==> src/insertion_sorter_with_shift_count_defines.svh <==
// ----------------------------------------------------------------------------
// Assertion macros for the insertion sorter
// Concurrent check wrappers, compiled out when ASSERT_OFF is defined.
// ----------------------------------------------------------------------------
`ifndef INSERTION_SORTER_WITH_SHIFT_COUNT_DEFINES_SVH
`define INSERTION_SORTER_WITH_SHIFT_COUNT_DEFINES_SVH

`ifndef ASSERT_OFF
// Clocked check, quiet while reset is applied
`define ISWSC_ASSERT(label, prop, msg) \
    label: assert property (@(posedge aclk) disable iff (!aresetn) prop) else $error(msg);
// Clocked check, also active during reset
`define ISWSC_ASSERT_ALWAYS(label, prop, msg) \
    label: assert property (@(posedge aclk) prop) else $error(msg);
`else
`define ISWSC_ASSERT(label, prop, msg)
`define ISWSC_ASSERT_ALWAYS(label, prop, msg)
`endif

`endif

==> src/iswsc_pkg.sv <==
// ----------------------------------------------------------------------------
// Insertion sorter package
// Shared sizes, control types and sequencer states.
// ----------------------------------------------------------------------------
`default_nettype none

package iswsc_pkg;

    localparam int CAPACITY  = 32;
    localparam int VALUE_W   = 32;
    localparam int COUNT_W   = 11;
    localparam int FILL_W    = $clog2(CAPACITY + 1);
    localparam int IDX_W     = $clog2(CAPACITY);
    localparam int S_TDATA_W = ((VALUE_W + 7) / 8) * 8;
    localparam int M_TDATA_W = ((VALUE_W + COUNT_W + 7) / 8) * 8;

    localparam logic [COUNT_W-1:0] COUNT_MAX = '1;

    // control broadcast to every cell
    typedef struct packed {
        logic insert;      // compare against new value and open a slot
        logic shift_down;  // move contents one cell towards cell 0
    } cell_ctrl_t;

    typedef enum logic [1:0] {
        ST_FILL,
        ST_SETTLE,
        ST_DRAIN
    } state_t;

endpackage

`default_nettype wire

==> src/iswsc_cell.sv <==
// ----------------------------------------------------------------------------
// Sorter cell
// Holds one stored value; compares, takes from its lower neighbour on an
// insert and from its upper neighbour while draining.
// ----------------------------------------------------------------------------
`default_nettype none

module iswsc_cell import iswsc_pkg::*; (
    input  wire logic                      aclk,
    input  wire logic                      aresetn,
    input  wire cell_ctrl_t                ctrl,
    input  wire logic signed [VALUE_W-1:0] new_value,
    input  wire logic                      lower_valid,
    input  wire logic                      lower_gt,
    input  wire logic signed [VALUE_W-1:0] lower_value,
    input  wire logic                      upper_valid,
    input  wire logic signed [VALUE_W-1:0] upper_value,
    output logic                           valid,
    output logic signed [VALUE_W-1:0]      value,
    output logic                           gt
);

    logic                      valid_reg, valid_next;
    logic signed [VALUE_W-1:0] value_reg, value_next;

    // an empty cell counts as greater, so the flags form a thermometer
    assign gt    = !valid_reg || (value_reg > new_value);
    assign valid = valid_reg;
    assign value = value_reg;

    always_comb begin
        valid_next = valid_reg;
        value_next = value_reg;
        if (ctrl.shift_down) begin
            valid_next = upper_valid;
            value_next = upper_value;
        end else if (ctrl.insert && gt) begin
            valid_next = valid_reg || lower_valid;
            value_next = lower_gt ? lower_value : new_value;
        end
    end

    always_ff @(posedge aclk) begin
        if (!aresetn) begin
            valid_reg <= 1'b0;
        end else begin
            valid_reg <= valid_next;
        end
    end

    always_ff @(posedge aclk) begin
        value_reg <= value_next;
    end

endmodule

`default_nettype wire

==> src/iswsc_shift_ctr.sv <==
// ----------------------------------------------------------------------------
// Shift counter
// Turns the cells' compare thermometer into the number of moved entries and
// accumulates it, saturating, from a registered copy of that number.
// ----------------------------------------------------------------------------
`default_nettype none

module iswsc_shift_ctr import iswsc_pkg::*; (
    input  wire logic                aclk,
    input  wire logic                aresetn,
    input  wire logic                insert,
    input  wire logic [CAPACITY-1:0] gt_vec,
    input  wire logic [FILL_W-1:0]   fill,
    input  wire logic                clear,
    output logic [COUNT_W-1:0]       shift_total
);

    logic [IDX_W-1:0]   first_idx;
    logic [FILL_W-1:0]  delta;
    logic [FILL_W-1:0]  delta_reg, delta_next;
    logic [COUNT_W:0]   sum;
    logic [COUNT_W-1:0] total_reg, total_next;

    // position of the lowest greater cell: edge detect, then OR-encode
    always_comb begin
        first_idx = '0;
        for (int i = 0; i < CAPACITY; i++) begin
            if (gt_vec[i] && (i == 0 || !gt_vec[(i == 0) ? 0 : i - 1])) begin
                first_idx = first_idx | IDX_W'(i);
            end
        end
    end

    assign delta      = fill - FILL_W'(first_idx);
    assign delta_next = insert ? delta : '0;

    assign sum = {1'b0, total_reg} + (COUNT_W + 1)'(delta_reg);

    always_comb begin
        if (clear) begin
            total_next = '0;
        end else if (sum > {1'b0, COUNT_MAX}) begin
            total_next = COUNT_MAX;
        end else begin
            total_next = sum[COUNT_W-1:0];
        end
    end

    always_ff @(posedge aclk) begin
        if (!aresetn) begin
            delta_reg <= '0;
            total_reg <= '0;
        end else begin
            delta_reg <= delta_next;
            total_reg <= total_next;
        end
    end

    assign shift_total = total_reg;

endmodule

`default_nettype wire

==> src/insertion_sorter_with_shift_count.sv <==
// ----------------------------------------------------------------------------
// Insertion sorter with shift count
// Systolic row of compare-and-shift cells that sorts a set of signed values.
// ----------------------------------------------------------------------------
// Values arrive on the slave stream, one per transfer, and each is slotted
// into a row of CAPACITY cells kept in ascending order; a new value can
// be taken every clock while the set is being built. Every stored entry
// greater than the new one moves up a cell, and the number of such moves
// is accumulated (saturating) as the shift count; equal values keep arrival
// order. A value arriving when the row is full is dropped and the set is
// flagged as overflowed. The transfer with tlast set closes the set: after
// a settle state for the counter, the row empties through cell 0 at one
// result per cycle while the sink accepts them. Input is held off from the
// closing transfer until the last result is loaded into the output
// register; that register then still waits for the sink while the next set
// is accepted. Each result carries the set's shift count and overflow flag,
// and tlast marks the largest value of the set.
// ----------------------------------------------------------------------------
`default_nettype none

`include "insertion_sorter_with_shift_count_defines.svh"

module insertion_sorter_with_shift_count import iswsc_pkg::*; (
    input  wire logic                 aclk,
    input  wire logic                 aresetn,
    // slave stream: values to sort
    input  wire logic                 s_tvalid,
    output logic                      s_tready,
    input  wire logic [S_TDATA_W-1:0] s_tdata,   // [31:0] value (signed)
    input  wire logic                 s_tlast,   // is_last
    // master stream: sorted results
    output logic                      m_tvalid,
    input  wire logic                 m_tready,
    output logic [M_TDATA_W-1:0]      m_tdata,   // [31:0] sorted_value, [42:32] shift_count
    output logic                      m_tlast,   // end_of_set
    output logic                      m_tuser    // overflowed
);

    // ---------------- state ----------------
    state_t            state_reg, state_next;
    logic [FILL_W-1:0] fill_level_reg, fill_level_next;
    logic              drop_flag_reg, drop_flag_next;

    logic                      m_tvalid_reg, m_tvalid_next;
    logic signed [VALUE_W-1:0] out_value_reg;
    logic [COUNT_W-1:0]        out_count_reg;
    logic                      out_end_reg;
    logic                      out_ovf_reg;

    // ---------------- control ----------------
    logic                      in_xfer;
    logic                      full;
    logic                      load_out;
    logic                      drain_done;
    cell_ctrl_t                ctrl;
    logic [COUNT_W-1:0]        shift_total;
    logic signed [VALUE_W-1:0] new_value;

    // cell chain wiring
    logic                      cell_valid [CAPACITY];
    logic signed [VALUE_W-1:0] cell_value [CAPACITY];
    logic                      cell_gt    [CAPACITY];
    logic [CAPACITY-1:0]       gt_vec;
    logic [CAPACITY-1:0]       valid_vec;

    assign new_value  = s_tdata[VALUE_W-1:0];
    assign in_xfer    = s_tvalid && s_tready;
    assign full       = (fill_level_reg == FILL_W'(CAPACITY));
    assign drain_done = load_out && (fill_level_reg == FILL_W'(1));

    // next state
    always_comb begin
        state_next = state_reg;
        case (state_reg)
            ST_FILL: begin
                if (in_xfer && s_tlast) begin
                    state_next = ST_SETTLE;
                end
            end
            ST_SETTLE: begin
                state_next = ST_DRAIN;
            end
            ST_DRAIN: begin
                if (drain_done) begin
                    state_next = ST_FILL;
                end
            end
            default: begin
                state_next = ST_FILL;
            end
        endcase
    end

    // state outputs
    always_comb begin
        s_tready        = 1'b0;
        load_out        = 1'b0;
        case (state_reg)
            ST_FILL: begin
                s_tready = 1'b1;
            end
            ST_DRAIN: begin
                load_out = !m_tvalid_reg || m_tready;
            end
            default: begin
                s_tready = 1'b0;
            end
        endcase
    end

    // broadcast to the row
    assign ctrl = '{insert: in_xfer && !full, shift_down: load_out};

    // fill level doubles as the drain counter
    always_comb begin
        fill_level_next = fill_level_reg;
        if (ctrl.insert) begin
            fill_level_next = fill_level_reg + FILL_W'(1);
        end else if (load_out) begin
            fill_level_next = fill_level_reg - FILL_W'(1);
        end
    end

    always_comb begin
        drop_flag_next = drop_flag_reg;
        if (drain_done) begin
            drop_flag_next = 1'b0;
        end else if (in_xfer && full) begin
            drop_flag_next = 1'b1;
        end
    end

    // output register: during the drain, loads while empty or while its transfer completes
    always_comb begin
        m_tvalid_next = m_tvalid_reg;
        if (load_out) begin
            m_tvalid_next = 1'b1;
        end else if (m_tready) begin
            m_tvalid_next = 1'b0;
        end
    end

    always_ff @(posedge aclk) begin
        if (!aresetn) begin
            state_reg      <= ST_FILL;
            fill_level_reg <= '0;
            drop_flag_reg  <= 1'b0;
            m_tvalid_reg   <= 1'b0;
        end else begin
            state_reg      <= state_next;
            fill_level_reg <= fill_level_next;
            drop_flag_reg  <= drop_flag_next;
            m_tvalid_reg   <= m_tvalid_next;
        end
    end

    always_ff @(posedge aclk) begin
        if (load_out) begin
            out_value_reg <= cell_value[0];
            out_count_reg <= shift_total;
            out_end_reg   <= (fill_level_reg == FILL_W'(1));
            out_ovf_reg   <= drop_flag_reg;
        end
    end

    assign m_tvalid = m_tvalid_reg;
    assign m_tdata  = {(M_TDATA_W - VALUE_W - COUNT_W)'(0), out_count_reg, out_value_reg};
    assign m_tlast  = out_end_reg;
    assign m_tuser  = out_ovf_reg;

    // ---------------- cell chain ----------------
    // cell 0 sees a lower neighbour that is always valid and never greater
    for (genvar i = 0; i < CAPACITY; i++) begin : g_cell
        logic                      lo_valid;
        logic                      lo_gt;
        logic signed [VALUE_W-1:0] lo_value;
        logic                      up_valid;
        logic signed [VALUE_W-1:0] up_value;

        if (i == 0) begin : g_bottom
            assign lo_valid = 1'b1;
            assign lo_gt    = 1'b0;
            assign lo_value = '0;
        end else begin : g_lower
            assign lo_valid = cell_valid[i-1];
            assign lo_gt    = cell_gt[i-1];
            assign lo_value = cell_value[i-1];
        end

        if (i == CAPACITY - 1) begin : g_top
            assign up_valid = 1'b0;
            assign up_value = '0;
        end else begin : g_upper
            assign up_valid = cell_valid[i+1];
            assign up_value = cell_value[i+1];
        end

        iswsc_cell u_cell (
            .aclk        (aclk),
            .aresetn     (aresetn),
            .ctrl        (ctrl),
            .new_value   (new_value),
            .lower_valid (lo_valid),
            .lower_gt    (lo_gt),
            .lower_value (lo_value),
            .upper_valid (up_valid),
            .upper_value (up_value),
            .valid       (cell_valid[i]),
            .value       (cell_value[i]),
            .gt          (cell_gt[i])
        );

        assign gt_vec[i]    = cell_gt[i];
        assign valid_vec[i] = cell_valid[i];
    end

    iswsc_shift_ctr u_shift_ctr (
        .aclk        (aclk),
        .aresetn     (aresetn),
        .insert      (ctrl.insert),
        .gt_vec      (gt_vec),
        .fill        (fill_level_reg),
        .clear       (drain_done),
        .shift_total (shift_total)
    );

    // ---------------- checks ----------------
    `ISWSC_ASSERT(a_fill_matches_cells, $countones(valid_vec) == fill_level_reg, "fill level disagrees with occupied cells")
    `ISWSC_ASSERT(a_drop_when_full, (in_xfer && full && !s_tlast) |=> drop_flag_reg, "value dropped on a full row without overflow flag")
    `ISWSC_ASSERT(a_settle_after_last, (in_xfer && s_tlast) |=> (state_reg == ST_SETTLE), "closing transfer did not start the settle cycle")
    `ISWSC_ASSERT(a_drain_not_empty, (state_reg == ST_DRAIN) |-> (fill_level_reg != '0), "draining an empty row")

endmodule

`default_nettype wire
==> config.mk <==
export PLATFORM = sky130hd
export DESIGN_NAME = insertion_sorter_with_shift_count
export DESIGN_NICKNAME = d
export VERILOG_FILES = /design/src/iswsc_pkg.sv /design/src/iswsc_cell.sv /design/src/iswsc_shift_ctr.sv /design/src/insertion_sorter_with_shift_count.sv
export VERILOG_INCLUDE_DIRS = /design/src /design/src/src
export SDC_FILE = /design/constraint.sdc
export NUM_CORES = 2
export LEC_CHECK = 0
export BUFFER_PORTS_ARGS = -buffer_cell sky130_fd_sc_hd__buf_2
export CAP_MARGIN = 20
export CORE_MARGIN = 8
export CORE_UTILIZATION = 30
export DETAILED_ROUTE_END_ITERATION = 12
export MAX_ROUTING_LAYER = met4
export SLEW_MARGIN = 20
export SYNTH_ARGS = -nofsm -noshare
export SYNTH_HDL_FRONTEND = slang
export SYNTH_SLANG_ARGS = --single-unit
==> constraint.sdc <==
create_clock -name aclk -period 10.4 [get_ports aclk]
set_input_delay 0 -clock aclk [delete_from_list [all_inputs] [get_ports aclk]]
set_output_delay 0 -clock aclk [all_outputs]
set_load 0.005 [all_outputs]
==> results.toml <==
[critical_path]
worstSetupEndpointType = "flop"
critical_path.startpoint_type = "primary input"
critical_path.top_delay_family = "compound AO/OA/AOI/OAI gates"
crit_slowest_cell = "o211ai_1"
timing.critical_path.fanout_max = 22
worst_ep_arrival_time_ns = 6.77
crit_path_frequent_cell = "a21o_1"
cp_num_buf_inv = 5
max_stage_delay_ns = 0.70
timing.critical_path.required_ns = 11.08
path_class = "primary input to flop"
crit_cells = 22
r2r_cells = 16
timing.critical_path.cells = "dlygate4sd3_1 -> buf_2 -> buf_4 -> inv_2 -> buf_4 -> ha_1 -> a21oi_1 -> nand2_1 -> a221o_1 -> a221oi_1 -> o2111ai_1 -> o211ai_1 -> o22ai_1 -> or4b_1 -> nor4_2 -> ha_1 -> a21o_1 -> a21o_1 -> a21o_1 -> a21oi_1 -> xnor2_1 -> nor2_1"

[clocking]
htree_num_levels = 4
postCtsHoldBufs = 39
cts_resized = 0
tritoncts_clock_tree = "yes"
root_buffer = "clkbuf_16"
worstSkewPairLatency_ns = 0.81
cts_sinks = 1128
max-clock-path-buffers = 3
clk_pin_slew_worst_paths_ns = 0.06
cts_inserted_buffers = 139
cts.repair_timing.setup_buffer_count = 0

[grt]
global_route.usage.total = 0.2121
grt_max_degree = 287
global_route.usage.met1 = 0.2746
grt_use_met2 = 0.3254
gr-max-usage-layer = "met2"
grt_first_pass_wirelength_um = 437100
first_global_vias = 65410
number_of_antenna_violations_at_the_first_check_in_global_routing = 11
total_global_routing_overflow = 0
use_met3 = 0.03830

[route]
route.final.wire_length_um = 300100
avgRoutedWirePerCell_um = 25.41
route.antenna.remaining_nets = 0
drtPass1Iterations = 6
vias = 67820
average_via_count_per_standard_cell = 5.743
post-route-drc-count = 0
drtIter0Drc = 7448

[place]
buffers_on_ports = 83
post-place-cells = 11510
dpl-instance-area_mm2 = 0.08244
place_hpwl_um = 212600
finalWeightedCongestion = 0.9429

[floorplan]
io-pin-count = 89
floorplan.rows = 187
floorplan.initialDensity = 0.3010
x_dimension_of_the_die_um = 525.8
design.die.area_mm2 = 0.2764
chipHeight_um = 525.8
core_area_mm2 = 0.2590

[power]
internal-power_w = 0.01124
p_sw_w = 0.006512
sw_frac_of_total = 0.3669
cellLeakagePower_nw = 33.68
max-vdd-ir-drop_uv = 192.8
clock_power_share = 0.277
p_total_w = 0.01775
power_density_mw_per_mm2 = 203.0
p_seq_frac = 0.430
combinational_share_of_power = 0.293

[worst_hold_path]
worst_min_path_class = "primary input to flop"
hold_path_depth = 6

[cells_and_area]
layout-area-overhead-vs-synth_pct = 12.13
largest_register_ffs = 1024
num-nets-final = 9370
post_route_cells_drive_above_1_share = 0.06429
multiInputGateArea_mm2 = 0.04294
post-route-cell-area_mm2 = 0.08741
final_cell_count_no_fill = 11810
layout.filler_cells = 26300
seqCellArea_mm2 = 0.03296

[yosys]
yosys_warnings = 0
syn_inst = 8384
mean_syn_cell_area_um2 = 9.298
synth_sequential_area_ratio = 0.4228
yosys_register_bits = 1128
synth_edf_count = 1037
async_reset_ff_frac = 0
cell_area_after_synthesis_mm2 = 0.07796
netlist-cell-type-count = 82
synth_flop_cell = "edfxtp_1"

[outcome]
outcome = "complete, no violations"

[run]
max_cap_violations = 0

[sta]
setup_tns_ns = 0
grt_setup_unrepaired = "false"
maxClockFrequency_ghz = 0.1642
setup_viol = 0
number_of_pins_with_negative_max_slew_slack_in_the_final_report = 0
worst_pin_slew_ns = 1.126
fin_crit_sh = 0.5856
skew_ns = 0.03374
timing.final.crit_period_ns = 6.090
hold_violations = 0
timing.slew.headroom = 0.2490
## placed cells by master (no fill, tap or decap), drive strengths merged, types with 47 or more instances in the layout
master / netlist / routed
a21o: 102 / 102
a21oi: 900 / 900
a31oi: 101 / 101
buf: 83 / 250
clkbuf: 443 / 207
dfxtp: 91 / 91
edfxtp: 1037 / 1037
ha: 1039 / 1039
inv: 124 / 131
mux2i: 422 / 422
nand2: 1417 / 1417
nand3: 84 / 84
nand4: 202 / 202
nor2: 670 / 670
nor2b: 49 / 49
nor4: 47 / 47
o21ai: 1091 / 1091
## power by group through the flow
stage                     clock [W]  combinational, W  sequential (W)
after floorplan                   0           0.00357         0.00703
after global placement            0           0.00488         0.00768
after detailed placement          0           0.00508         0.00768
after CTS                   0.00500           0.00511         0.00759
after global routing        0.00514           0.00579         0.00770
final                       0.00492           0.00519         0.00764
## layer usage
layer | vias to the layer above | routed length [um]
met5 | - | 0
met4 | 0 | 14830
met3 | 681 | 26580
met2 | 3233 | 133800
met1 | 32990 | 124900
li1 | 30910 | -
## per-stage QoR
step	utilization	setup WS (ns)	hold slack, ns
6_report	0.3375	4.310	0.3536
5_1_grt	0.3375	4.172	0.3361
4_1_cts	0.3372	4.379	0.2953
3_5_place_dp	0.3183	4.193	0.2600
3_3_place_gp	0.3182	4.169	0.2318
2_1_floorplan	-	4.310	0.1459
## final timing paths
path	slack, ns	to	start
min	0.35	drop_flag_reg$_SDFFE_PP0P_	s_tvalid
max	4.31	u_shift_ctr.delta_reg[5]$_SDFF_PN0_	s_tdata[10]
min reg2reg	0.46	out_count_reg[4]$_DFFE_PP_	u_shift_ctr.shift_total[4]$_SDFF_PP0_
max reg2reg	5.00	u_shift_ctr.delta_reg[5]$_SDFF_PN0_	g_cell[29].u_cell.value[31]$_DFFE_PP_
## layout make-up
type | count | area share
multi-input cells | 6608 | 0.4913
flip-flops and latches | 1128 | 0.3771
well taps | 3402 | 0.04870
clock buffers | 207 | 0.04672
repair buffers | 289 | 0.02581
inverters | 126 | 0.005497
clock inverters | 42 | 0.004695
diodes | 7 | 0.0002004
## worst min-delay path: cells and delay by family
family                 cells  cell delay, ns
AO/OA/AOI/OAI              1            0.10
buffers and inverters      3            0.81
AND/OR/NAND/NOR            2            0.18
## cell usage after synthesis, types with 27 or more instances
library cell  number  area share
a311oi_1          33      0.0037
buf_1             55      0.0026
a21o_1           102      0.0098
o21ai_0         1042       0.067
nor2b_1           49      0.0039
ha_1            1039        0.17
dfxtp_1           91       0.023
nand2_1         1417       0.068
edfxtp_1        1037        0.40
mux2i_1          422       0.054
inv_1            122      0.0059
and4_1            31      0.0035
nor4_1            45      0.0036
nand3_1           84      0.0054
o21ai_1           49      0.0031
o211ai_1          40      0.0039
clkbuf_1         443       0.021
nor2_1           670       0.032
nor3_1            37      0.0024
nand4_1          202       0.016
a21oi_1          900       0.058
a31oi_1          100      0.0080
a211oi_1          27      0.0026
## cells by family (layout without fill, tap and decap cells)
kind of cell | after synthesis | after routing | share of synthesized area
AND/OR/NAND/NOR | 2646 | 2646 | 0.1457
AO/OA/AOI/OAI | 2479 | 2479 | 0.1763
flip-flops | 1128 | 1128 | 0.4228
adder cells (fa/ha/maj) | 1041 | 1041 | 0.1673
buffers and inverters | 652 | 664 | 0.03200
multiplexers | 422 | 422 | 0.05419
XOR/XNOR | 15 | 15 | 0.001685
other | 1 | 12 | 0.00004810
Power figures use the tool's default switching activity.
